--- src/lzwe_pkg.sv ---
// lzwe_pkg: shared constants, types and helpers of the lzw variable width encoder
// used by lzwe_ctrl, lzwe_datapath and the top level; depends on nothing
package lzwe_pkg;

  localparam int MAX_CODE_WIDTH = 12;
  localparam int CODE_W   = MAX_CODE_WIDTH;
  localparam int NEXT_W   = CODE_W + 1;
  localparam int KEY_W    = CODE_W + 8;
  localparam int HASH_W   = CODE_W + 1;
  localparam int DICT_DEPTH = 1 << HASH_W;
  localparam int EPOCH_W  = 8;
  localparam int ENTRY_W  = EPOCH_W + KEY_W + CODE_W;
  localparam int BUF_W    = CODE_W + 7;
  localparam int CNT_W    = $clog2(BUF_W + 1);
  localparam int WIDTH_W  = $clog2(MAX_CODE_WIDTH + 1);
  localparam int STATE_W  = 4;

  localparam logic [CODE_W-1:0]  CODE_CLEAR  = CODE_W'(256);
  localparam logic [CODE_W-1:0]  CODE_END    = CODE_W'(257);
  localparam logic [NEXT_W-1:0]  CODE_FIRST  = NEXT_W'(258);
  localparam logic [NEXT_W-1:0]  CODE_TOP    = NEXT_W'((1 << CODE_W) - 1);
  localparam logic [WIDTH_W-1:0] WIDTH_START = WIDTH_W'(9);
  localparam logic [WIDTH_W-1:0] WIDTH_MAX   = WIDTH_W'(MAX_CODE_WIDTH);
  localparam logic [EPOCH_W-1:0] EPOCH_MAX   = {EPOCH_W{1'b1}};
  localparam logic [EPOCH_W-1:0] EPOCH_FIRST = EPOCH_W'(1);

  typedef enum logic [1:0] {
    SEL_PREFIX,
    SEL_CLEAR,
    SEL_END
  } code_sel_e;

  typedef struct packed {
    logic      latch_in;
    logic      emit;
    code_sel_e sel;
    logic      set_final;
    logic      start_stream;
    logic      look;
    logic      probe_next;
    logic      prefix_hit;
    logic      prefix_byte;
    logic      insert;
    logic      clear_table;
    logic      grow_last;
    logic      end_stream;
    logic      sweep_init;
    logic      sweep_step;
  } cmd_t;

  typedef struct packed {
    logic started;
    logic last;
    logic buf_ready;
    logic hit;
    logic empty;
    logic full;
    logic need_sweep;
    logic sweep_done;
  } stat_t;

  // width grows when x is a power of two and the top width is not reached
  function automatic logic grow_ok(logic [WIDTH_W-1:0] w, logic [NEXT_W:0] x);
    grow_ok = (w < WIDTH_MAX) && (x != '0) && ((x & (x - 1'b1)) == '0);
  endfunction

  // fold a 20 bit key into a table slot
  function automatic logic [HASH_W-1:0] hash_key(logic [KEY_W-1:0] k);
    hash_key = k[HASH_W-1:0] ^ HASH_W'(k >> (KEY_W - HASH_W));
  endfunction

endpackage

--- src/lzwe_ctrl.sv ---
// lzwe_ctrl: sequencer of the lzw encoder, one input item at a time
// depends on lzwe_pkg; drives lzwe_datapath through cmd_t and reads stat_t
module lzwe_ctrl (
  input  logic            clk_i,
  input  logic            rst_ni,
  input  logic            in_valid_i,
  output logic            in_ready_o,
  input  lzwe_pkg::stat_t stat_i,
  output lzwe_pkg::cmd_t  cmd_o
);

  localparam logic [lzwe_pkg::STATE_W-1:0] S_SWEEP = 4'd0;
  localparam logic [lzwe_pkg::STATE_W-1:0] S_IDLE  = 4'd1;
  localparam logic [lzwe_pkg::STATE_W-1:0] S_START = 4'd2;
  localparam logic [lzwe_pkg::STATE_W-1:0] S_LOOK  = 4'd3;
  localparam logic [lzwe_pkg::STATE_W-1:0] S_WAIT  = 4'd4;
  localparam logic [lzwe_pkg::STATE_W-1:0] S_PROBE = 4'd5;
  localparam logic [lzwe_pkg::STATE_W-1:0] S_MEMIT = 4'd6;
  localparam logic [lzwe_pkg::STATE_W-1:0] S_INS   = 4'd7;
  localparam logic [lzwe_pkg::STATE_W-1:0] S_MCLR  = 4'd8;
  localparam logic [lzwe_pkg::STATE_W-1:0] S_LAST  = 4'd9;
  localparam logic [lzwe_pkg::STATE_W-1:0] S_LEMIT = 4'd10;
  localparam logic [lzwe_pkg::STATE_W-1:0] S_LGROW = 4'd11;
  localparam logic [lzwe_pkg::STATE_W-1:0] S_LEND  = 4'd12;
  localparam logic [lzwe_pkg::STATE_W-1:0] S_FIN   = 4'd13;

  logic [lzwe_pkg::STATE_W-1:0] state_q, state_d;

  // next state and commands
  always_comb begin
    state_d    = state_q;
    cmd_o      = '0;
    cmd_o.sel  = lzwe_pkg::SEL_PREFIX;
    in_ready_o = 1'b0;
    unique case (state_q)
      S_SWEEP: begin
        cmd_o.sweep_step = 1'b1;
        if (stat_i.sweep_done) state_d = S_IDLE;
      end
      S_IDLE: begin
        in_ready_o = 1'b1;
        if (in_valid_i) begin
          cmd_o.latch_in = 1'b1;
          state_d = stat_i.started ? S_LOOK : S_START;
        end
      end
      S_START: begin
        if (stat_i.buf_ready) begin
          cmd_o.emit         = 1'b1;
          cmd_o.sel          = lzwe_pkg::SEL_CLEAR;
          cmd_o.start_stream = 1'b1;
          state_d = S_LAST;
        end
      end
      S_LOOK: begin
        cmd_o.look = 1'b1;
        state_d = S_WAIT;
      end
      S_WAIT: begin
        state_d = S_PROBE;
      end
      S_PROBE: begin
        if (stat_i.hit) begin
          cmd_o.prefix_hit = 1'b1;
          state_d = S_LAST;
        end else if (stat_i.empty) begin
          state_d = S_MEMIT;
        end else begin
          cmd_o.probe_next = 1'b1;
          state_d = S_WAIT;
        end
      end
      S_MEMIT: begin
        if (stat_i.buf_ready) begin
          cmd_o.emit = 1'b1;
          state_d = stat_i.full ? S_MCLR : S_INS;
        end
      end
      S_INS: begin
        cmd_o.insert      = 1'b1;
        cmd_o.prefix_byte = 1'b1;
        state_d = S_LAST;
      end
      S_MCLR: begin
        if (stat_i.buf_ready) begin
          cmd_o.emit        = 1'b1;
          cmd_o.sel         = lzwe_pkg::SEL_CLEAR;
          cmd_o.clear_table = 1'b1;
          cmd_o.prefix_byte = 1'b1;
          state_d = S_LAST;
        end
      end
      S_LAST: begin
        state_d = stat_i.last ? S_LEMIT : S_FIN;
      end
      S_LEMIT: begin
        if (stat_i.buf_ready) begin
          cmd_o.emit = 1'b1;
          state_d = S_LGROW;
        end
      end
      S_LGROW: begin
        cmd_o.grow_last = 1'b1;
        state_d = S_LEND;
      end
      S_LEND: begin
        if (stat_i.buf_ready) begin
          cmd_o.emit        = 1'b1;
          cmd_o.sel         = lzwe_pkg::SEL_END;
          cmd_o.set_final   = 1'b1;
          cmd_o.clear_table = 1'b1;
          cmd_o.end_stream  = 1'b1;
          state_d = S_FIN;
        end
      end
      S_FIN: begin
        if (stat_i.need_sweep) begin
          cmd_o.sweep_init = 1'b1;
          state_d = S_SWEEP;
        end else begin
          state_d = S_IDLE;
        end
      end
      default: state_d = S_IDLE;
    endcase
  end

  // state register, reset starts with the table sweep
  always_ff @(posedge clk_i or negedge rst_ni) begin
    if (!rst_ni) begin
      state_q <= S_SWEEP;
    end else begin
      state_q <= state_d;
    end
  end

endmodule

--- config.mk ---
export PLATFORM = sky130hd
export DESIGN_NAME = lzwe_ctrl
export DESIGN_NICKNAME = d
export VERILOG_FILES = /design/src/lzwe_pkg.sv /design/src/lzwe_ctrl.sv
export SDC_FILE = /design/constraint.sdc
export NUM_CORES = 1
export LEC_CHECK = 0
export BUFFER_PORTS_ARGS = -buffer_cell sky130_fd_sc_hd__buf_2
export CAP_MARGIN = 20
export CORE_MARGIN = 2
export CORE_UTILIZATION = 25
export CTS_BUF_LIST = sky130_fd_sc_hd__clkbuf_4 sky130_fd_sc_hd__clkbuf_8
export DETAILED_ROUTE_END_ITERATION = 8
export MAX_ROUTING_LAYER = met4
export PLACE_DENSITY = 0.57
export SETUP_SLACK_MARGIN = 0.05
export SLEW_MARGIN = 5
export SYNTH_ARGS = -nofsm -noshare
export SYNTH_HDL_FRONTEND = slang
export SYNTH_SLANG_ARGS = --single-unit
--- constraint.sdc ---
create_clock -name clk_i -period 1.4 [get_ports clk_i]
set_input_delay 0.35 -clock clk_i [delete_from_list [all_inputs] [get_ports clk_i]]
set_output_delay 0.35 -clock clk_i [all_outputs]
set_load 0.05 [all_outputs]
==> results of run 1 <==
## worst min-delay path by stage
stage | startpoint | to | slack [ns]
final | rst_ni | state_q[1] | 0.43
after global routing | rst_ni | state_q[1] | 0.44
after CTS | rst_ni | state_q[1] | 0.43
after floorplan | rst_ni | state_q[0] | 0.05
after global placement | rst_ni | state_q[1] | 0.16
after detailed placement | rst_ni | state_q[3] | 0.16
## repair_timing
action                     4_1_cts  5_1_grt
setup endpoints to repair       21       21
gates resized for setup         55       16
hold endpoints to repair         4        0
pin swaps                        4        7
hold buffers                     1        0
buffers inserted                 6        1
## kinds of logic after synthesis
logic type      Yosys count
mux                       1
simple gates             43
flops                     4
compound gates           24
buf+inv                  13
## power groups by stage
stage / combinational, mW / clock [mW] / sequential [mW]
finish: 2.75 / 0.158 / 0.288
global route: 2.93 / 0.169 / 0.295
CTS: 2.55 / 0.157 / 0.292
detailed placement: 2.13 / 0 / 0.271
global placement: 2.11 / 0 / 0.266
floorplan: 1.65 / 0 / 0.203
## cell usage after synthesis (all sizes together)
library cell | count | area, µm²
o31ai | 1 | 7.51
o32a | 1 | 10.0
and3 | 2 | 12.5
mux2i | 1 | 10.0
nand3b | 2 | 15.0
and2b | 1 | 7.51
dfrtp | 4 | 100
buf | 10 | 68.8
o311ai | 1 | 8.76
o2bb2ai | 2 | 23.8
inv | 3 | 11.3
o21a | 1 | 7.51
a21oi | 4 | 20.0
o21bai | 2 | 15.0
a32oi | 1 | 16.3
nor4b | 1 | 15.0
nor3b | 1 | 7.51
o221ai | 1 | 15.0
and3b | 1 | 8.76
a211oi | 1 | 7.51
nand2 | 6 | 22.5
o22ai | 2 | 12.5
nor4 | 1 | 6.26
nor2b | 1 | 6.26
nand3 | 3 | 15.0
a31oi | 1 | 6.26
o21ai | 6 | 30.0
nor3 | 6 | 30.0
and2 | 2 | 12.5
nor2 | 9 | 33.8
nand2b | 7 | 43.8
## critical path: stages (launching register included)
cell and delay [ns]:
dfrtp_2 0.44, nor2b_4 0.16, nand3_4 0.12, clkinvlp_4 0.10, and2_4 0.18, buf_8 0.15
## cell type report
cell class              instances  area, µm²  area share (%)
inverters                       3       15.0            1.06
clock buffers                   3       22.5            1.58
multi-input cells              68        649            45.6
well taps                      28       35.0            2.46
repair buffers                 61        596            41.9
flip-flops and latches          4        105            7.39
## per-layer routing
metal  up-vias  routed length, µm
met5         -                  0
met4         0                 47
met3         5                 79
met2        26               1290
met1       402                828
li1        415                  -
==> run_results.csv, run 1 <==
group,metric,value,unit
timing,drv_slew,0,
power_and_ir_drop,seq_power_share,9.0,%
clock_tree,cts_num_sinks,4,
layout,top_regs,"state_q (4)",
yosys,syn-num-nets,96,
critical_path,crit_path_end,"cmd_o[13]",
yosys,ys_types,36,
yosys,synthCells,85,
route,avgRoutedWirePerCell,13.4,µm
place,dp_hpwl,1590,µm
yosys,synth-xor-area-share,0,%
clock_tree,h-tree-depth,1,
layout,syn2layout_area_growth,134,%
critical_path,required,1.05,ns
global_route,grt_max_degree,14,
route,drt_first_pass_iters,5,
global_route,met3_usage,2.82,%
global_route,grt_pass1_vias,795,
yosys,avgSynthCellArea,7.14,µm²
global_route,grt.busiest_layer,"met2",
critical_path,cp-start-kind,"register",
layout,drive_above_1_share,72.7,%
yosys,synth_mux_area_share,1.65,%
layout,num_antenna_cells,0,
route,via_per_inst,5.08,
power_and_ir_drop,p_int,1.62,mW
layout,final_cell_mix,"23 x buf_4, 14 x buf_6, 11 x buf_8",
layout,layout_commonest_cell,"buf_4",
yosys,ys_seq_elements,4,
run,drv_cap,0,
clock_tree,clk_path_buf_depth,2,
run_status,status,"finished, violations left",
floorplanning,die_x,53.3,µm
clock_tree,cts_tree,"done",
power_and_ir_drop,ir_drop,1.21,mV
floorplanning,core_area,2250,µm²
route,drc,0,
place,portBuffers,27,
power_and_ir_drop,leakage,0.595,nW
yosys,yosysWarnings,0,
layout,nets,152,
critical_path,rr_startpoint,"state_q[2]",
place,dp_slack,-0.209,ns
timing,slew_headroom,81.2,%
timing,tns,-5.16,ns
layout,final_util,63.1,%
timing,period_share,125,%
floorplanning,ios,28,
yosys,yosys.area_share.adder,0,%
critical_path,cp_max_fo,4,
critical_path,startpoint,"state_q[0]",
critical_path,worst_ep_arrival_time,1.40,ns
timing,min_period,1.75,ns
power_and_ir_drop,clkPwrFrac,4.9,%
clock_tree,numCtsBuffers,3,
clock_tree,clk_latency,0.25,ns
floorplanning,rows,17,
layout,final_cell_area,1420,µm²
clock_tree,cts_root_buffer,"clkbuf_4",
critical_path,crit_type,"reg -> out",
yosys,syn_area,607,µm²
floorplanning,die_h,53.3,µm
timing,clock_skew,0.00712,ns
timing,whs,0.427,ns
yosys,synth_top_family_by_area,"simple AND/OR/NAND/NOR gates",
yosys,ys_seq_area_share,16.5,%
timing,worstMarginPinSlew,0.279,ns
global_route,antenna_found_initial,0,
place,dpl.cell_count,156,
global_route,grt.met2_usage,31.5,%
timing,rsz0062_at_grt,"true",
power_and_ir_drop,switchingPower,1.57,mW
layout,n_fill_cell,203,
critical_path,rr_worst_depth,6,
run_status,violations,"setup timing",
yosys,synth_simple_gate_area_share,39.0,%
place,gp_congestion,0.846,
clock_tree,clkTransAtPathRegs,0.04,ns
power_and_ir_drop,p_sw_share,49.2,%
critical_path,r2r_setup_slack,-0.21,ns
power_and_ir_drop,comb_power_share,86.0,%
timing,setup_ws,-0.346,ns
floorplanning,dieArea,2840,µm²
route,postRouteWirelength,2250,µm
power_and_ir_drop,power_density,2240,nW/µm²
floorplanning,floorplan.initialDensity,26.9,%
timing,finalHoldViolations,0,
critical_path,endpoint_kind,"output port",
route,antenna_left,0,
global_route,grt_usage,18.2,%
place,place_area,1080,µm²
route,drtIter0Drc,11,
power_and_ir_drop,fin_total_pwr,3.19,mW
timing,max_freq,573,MHz
route,vias,848,
yosys,synth_compound_area_share,29.7,%
global_route,grt_overflow,0,
hold_path,hp-class,"in -> async",
global_route,grt_pass1_wl,3540,µm
layout,fin_cells,167,
global_route,grt_use_met1,19.9,%
layout,largest_register_ffs,4,
timing,finalSetupViolCount,21,
layout,top_register,"state_q",
critical_path,r2r_end,"state_q[0]",
No activity file was read; power rests on OpenSTA's default activity.
==> inputs of run 2 (changes only) <==
Settings changed: TNS_END_PERCENT set to 20.
==> run 2 against run 1 <==
  * The flow still finishes with violations (setup timing)
  * Maximum frequency decreased by 0.56%
  * Core utilization fell by 6.0 points
  * Cell count down 3.6%
  * Total power fell by 8.7%
  * Critical endpoint is now cmd_o[8]
  * Largest cell class unchanged
  * Largest power group unchanged
  * Highest routed layer unchanged
==> run_results.csv, run 2 (same netlist as run 1, synthesis figures left out) <==
group,metric,value,unit
timing,rsz0062_at_grt,"true",
clock_tree,clkTransAtPathRegs,0.05,ns
layout,top_regs,"state_q (4)",
route,avgRoutedWirePerCell,13.3,µm
critical_path,max_stage_delay,0.42,ns
layout,largest_register_ffs,4,
critical_path,cpMaxStageDelayCell,"dfrtp_1",
layout,final_cell_mix,"18 x buf_6, 18 x buf_4, 11 x buf_2",
floorplanning,die_h,53.3,µm
critical_path,cp_max_fo,5,
timing,finalHoldViolations,0,
global_route,antenna_found_initial,0,
clock_tree,clk_path_buf_depth,2,
timing,setup_ws,-0.356,ns
route,antenna_left,0,
route,drtIter0Drc,14,
clock_tree,h-tree-depth,1,
hold_path,hp-class,"in -> async",
floorplanning,ios,28,
global_route,grt_pass1_wl,3310,µm
layout,num_antenna_cells,0,
place,dp_slack,-0.198,ns
power_and_ir_drop,ir_drop,1.19,mV
timing,clock_skew,0.0137,ns
clock_tree,cts_tree,"done",
global_route,grt_overflow,0,
timing,worstMarginPinSlew,0.235,ns
timing,finalSetupViolCount,21,
place,dpl.cell_count,154,
critical_path,path_buf_inv,1,
timing,slew_headroom,83.9,%
clock_tree,cts_root_buffer,"clkbuf_4",
route,postRouteWirelength,2140,µm
critical_path,endpoint_kind,"output port",
power_and_ir_drop,p_int,1.45,mW
route,via_per_inst,4.98,
global_route,grt_usage,16.9,%
place,gp_congestion,0.889,
critical_path,worst_ep_arrival_time,1.41,ns
run,drv_cap,0,
power_and_ir_drop,comb_power_share,85.1,%
critical_path,cp_cell_sequence,"nand2b_4 -> nor4_4 -> buf_6",
floorplanning,rows,17,
clock_tree,clk_latency,0.26,ns
route,drc,0,
floorplanning,die_x,53.3,µm
power_and_ir_drop,fin_total_pwr,2.91,mW
layout,nets,146,
floorplanning,floorplan.initialDensity,26.9,%
power_and_ir_drop,seq_power_share,9.5,%
layout,syn2layout_area_growth,112,%
global_route,grt_pass1_vias,737,
floorplanning,core_area,2250,µm²
power_and_ir_drop,power_density,2260,nW/µm²
critical_path,required,1.05,ns
run_status,violations,"setup timing",
clock_tree,cts_num_sinks,4,
run_status,status,"finished, violations left",
layout,drive_above_1_share,67.7,%
floorplanning,dieArea,2840,µm²
critical_path,cp-start-kind,"register",
critical_path,cp_top_family,"simple AND/OR/NAND/NOR gates",
place,dp_hpwl,1610,µm
timing,min_period,1.76,ns
layout,fin_cells,161,
clock_tree,numCtsBuffers,3,
power_and_ir_drop,p_sw_share,50.2,%
route,drt_first_pass_iters,4,
place,portBuffers,27,
power_and_ir_drop,leakage,0.551,nW
power_and_ir_drop,switchingPower,1.46,mW
power_and_ir_drop,clkPwrFrac,5.4,%
critical_path,crit_type,"reg -> out",
global_route,grt_max_degree,11,
timing,max_freq,570,MHz
timing,period_share,125,%
route,vias,801,
layout,top_register,"state_q",
timing,drv_slew,0,
## run 2: cell count changes in the layout (fill, tap and decap cells not counted), sizes merged
cell and change:
buf -6
## run 2: metrics by stage
step | utilization (%) | cell area (µm²) | hold WS [ns] | setup TNS, ns
after CTS | 53.4 | 1200 | 0.427 | -4.96
after detailed placement | 44.5 | 1000 | 0.155 | -2.74
after floorplan | - | 759 | 0.0544 | -4.34
after global placement | 44.5 | 1000 | 0.157 | -2.13
final | 57.1 | 1290 | 0.412 | -5.05
after global routing | 57.1 | 1290 | 0.415 | -6.30
## run 2: worst reg2reg max path, cell delays in order, from the launching register on
cell and delay (ns):
dfrtp_2 0.44, buf_6 0.14, buf_8 0.13, o2bb2ai_4 0.11
a32oi_2 0.16, o221ai_2 0.14, o32a_1 0.30
## run 2: layout make-up
type / count / area (µm²)
sequential: 4 / 104
tap: 28 / 35.0
fill: 201 / 967
inverter: 3 / 15.0
clock buffer: 3 / 22.5
multi-input combinational: 68 / 598
timing repair buffer: 55 / 513
## run 2: path summary, 6_finish.rpt
kind,from,slack (ns),cells past startpoint,to
min reg2reg,state_q[1],0.81,4,state_q[1]
min,rst_ni,0.41,2,state_q[3]
max,state_q[3],-0.36,3,cmd_o[8]
max in group asynchronous,rst_ni,0.85,2,state_q[2]
max reg2reg,state_q[1],-0.13,6,state_q[0]
min in group clk_i,stat_i[2],0.55,4,state_q[2]
## run 2: power by group through the flow
stage | Clock [mW] | Combinational [mW] | Sequential (mW)
2_1_floorplan | 0 | 1.50 | 0.203
3_3_place_gp | 0 | 1.93 | 0.268
3_5_place_dp | 0 | 1.96 | 0.270
4_1_cts | 0.155 | 2.27 | 0.278
5_1_grt | 0.169 | 2.64 | 0.288
6_report | 0.158 | 2.48 | 0.278
## run 2: metal layers
| layer | GRT usage [%] | routed length, µm | vias up |
|---|---|---|---|
| met2 | 28.4 | 1130 | 21 |
| met4 | 7.69 | 23 | 0 |
| met1 | 19.6 | 909 | 373 |
| met5 | - | 0 | - |
| li1 | - | - | 405 |
| met3 | 2.82 | 75 | 2 |
## run 2: repair_timing
action / CTS / global route
hold endpoints to repair: 4 / 0
hold buffers: 1 / 0
pin swaps: 6 / 6
buffers inserted: 2 / 1
resized for setup: 47 / 15
endpoints found under the setup margin: 21 / 21
==> inputs of run 3 (changes only) <==
Settings changed: PLACE_DENSITY 0.57 to 0.55.
Clock period 1.4 ns to 2.05 ns, I/O delays scaled along.
==> run 3 against run 2 <==
  * Clock power down 38%
  * The flow now finishes without violations
  * Register-to-register slack better by 0.55 ns
  * Core utilization is 19 points lower
  * Global-route usage is 3.7 points lower
  * Sequential cell count is the same
  * Critical path depth up 1
  * Worst hold slack got worse by 0.34 ns
  * Non-clock buffer count shrank 20
==> run_results.csv, run 3 (same netlist as run 1, synthesis figures left out) <==
group,metric,value,unit
timing,whs,0.0718,ns
place,gp_congestion,0.776,
timing,max_freq,516,MHz
timing,slew_headroom,71.3,%
clock_tree,clk_latency,0.23,ns
critical_path,crit_type,"reg -> out",
global_route,grt_usage,13.2,%
layout,multi_input_area,459,µm²
timing,finalSetupViolCount,0,
place,portBuffers,27,
timing,worstMarginPinSlew,0.429,ns
floorplanning,rows,17,
layout,fin_cells,141,
timing,rsz0062_at_grt,"true",
global_route,grt_overflow,0,
timing,min_period,1.94,ns
power_and_ir_drop,power_density,1560,nW/µm²
clock_tree,h-tree-depth,1,
route,drc,0,
floorplanning,ios,28,
layout,largest_register_ffs,4,
clock_tree,numCtsBuffers,3,
critical_path,required,1.54,ns
critical_path,max_stage_delay,0.46,ns
power_and_ir_drop,fin_total_pwr,1.34,mW
global_route,antenna_found_initial,0,
clock_tree,hold_buffers,0,
route,vias,694,
layout,final_cell_mix,"20 x buf_2, 10 x buf_4, 8 x nor2_1",
run,drv_cap,0,
timing,finalHoldViolations,0,
route,avgRoutedWirePerCell,12.2,µm
run_status,status,"finished clean",
route,drt_first_pass_iters,4,
layout,top_regs,"state_q (4)",
critical_path,endpoint_kind,"output port",
layout,drive_above_1_share,46.9,%
place,place_area,771,µm²
layout,num_antenna_cells,0,
floorplanning,die_x,53.3,µm
layout,n_fill_cell,253,
clock_tree,cts_num_sinks,4,
critical_path,cp-start-kind,"register",
power_and_ir_drop,leakage,0.392,nW
global_route,grt_pass1_wl,2660,µm
global_route,grt_pass1_vias,594,
layout,nets,126,
critical_path,cp_max_fo,13,
place,dpl.cell_count,136,
timing,clock_skew,0.000791,ns
layout,syn2layout_area_growth,41.4,%
clock_tree,cts_tree,"done",
hold_path,hp-class,"in -> async",
floorplanning,core_area,2250,µm²
power_and_ir_drop,ir_drop,0.737,mV
place,dp_hpwl,1300,µm
layout,final_util,38.1,%
timing,period_share,94.5,%
floorplanning,floorplan.initialDensity,26.9,%
route,drtIter0Drc,11,
floorplanning,dieArea,2840,µm²
clock_tree,clkTransAtPathRegs,0.04,ns
critical_path,worst_ep_arrival_time,1.43,ns
layout,seqCellArea,103,µm²
route,antenna_left,0,
critical_path,cp_cell_sequence,"buf_4 -> nor3_2 -> and2_1 -> buf_6",
critical_path,cpMaxStageDelayCell,"dfrtp_2",
clock_tree,cts_root_buffer,"clkbuf_4",
layout,layout_commonest_cell,"buf_2",
layout,top_register,"state_q",
route,via_per_inst,4.92,
global_route,grt_max_degree,16,
floorplanning,die_h,53.3,µm
route,postRouteWirelength,1720,µm
layout,final_cell_area,858,µm²
timing,drv_slew,0,
clock_tree,clk_path_buf_depth,2,
run 3: changes by cell type in the layout (fill, tap and decap cells not counted), moves of 3 or more:
| cell | previous run | this run |
|---|---|---|
| buf_6 | 18 | 4 |
| nor2_1 | 4 | 8 |
| nor3_4 | 3 | 0 |
| buf_4 | 18 | 10 |
| buf_8 | 6 | 0 |
| buf_2 | 11 | 20 |
run 3: layout make-up:
cell class	count	share of cell area, %
inverters	3	1.31
repair buffers	35	26.5
flip-flops and latches	4	12.0
clock buffers	3	2.62
well taps	28	4.08
multi-input cells	68	53.5
run 3: what timing repair did:
action | 4_1_cts | 5_1_grt
setup endpoints to repair | 6 | 11
buffers inserted | 0 | 2
resized for setup | 1 | 23
run 3: final timing paths:
path / from / endpoint / slack, ns / cells after the start
min in group clk_i: stat_i[2] / state_q[2] / 0.65 / 4
worst max register to register: state_q[0] / state_q[0] / 0.42 / 5
worst max-delay path: state_q[3] / cmd_o[15] / 0.11 / 4
worst min register to register: state_q[3] / state_q[3] / 0.82 / 3
worst min-delay path: rst_ni / state_q[2] / 0.07 / 1
max in group asynchronous: rst_ni / state_q[0] / 1.85 / 1
run 3: routing by layer:
metal / GRT usage [%] / vias to the layer above / part of all wire [%]
li1: - / 365 / -
met1: 17.2 / 301 / 49
met2: 20.0 / 26 / 44
met3: 0.847 / 2 / 5.5
met4: 7.69 / 0 / 1.3
met5: - / - / 0
run 3: through the flow:
step	TNS (ns)	worst slack, ns
after floorplan	-1.85	-0.377
after global placement	0	0.147
after detailed placement	0	0.116
after CTS	0	0.00227
after global routing	0	0.0395
final	0	0.112
run 3: power by group:
part           leakage (nW)  internal, mW  switching, mW
clock network        0.0138        0.0655         0.0321
logic                 0.331         0.390          0.669
registers            0.0477         0.120         0.0619
total                 0.392         0.575          0.763
run 3: critical path, delay by kind of cell (launching register included):
family / cells / cell delay, ns
simple gates: 2 / 0.37
flops: 1 / 0.46
buf+inv: 2 / 0.36
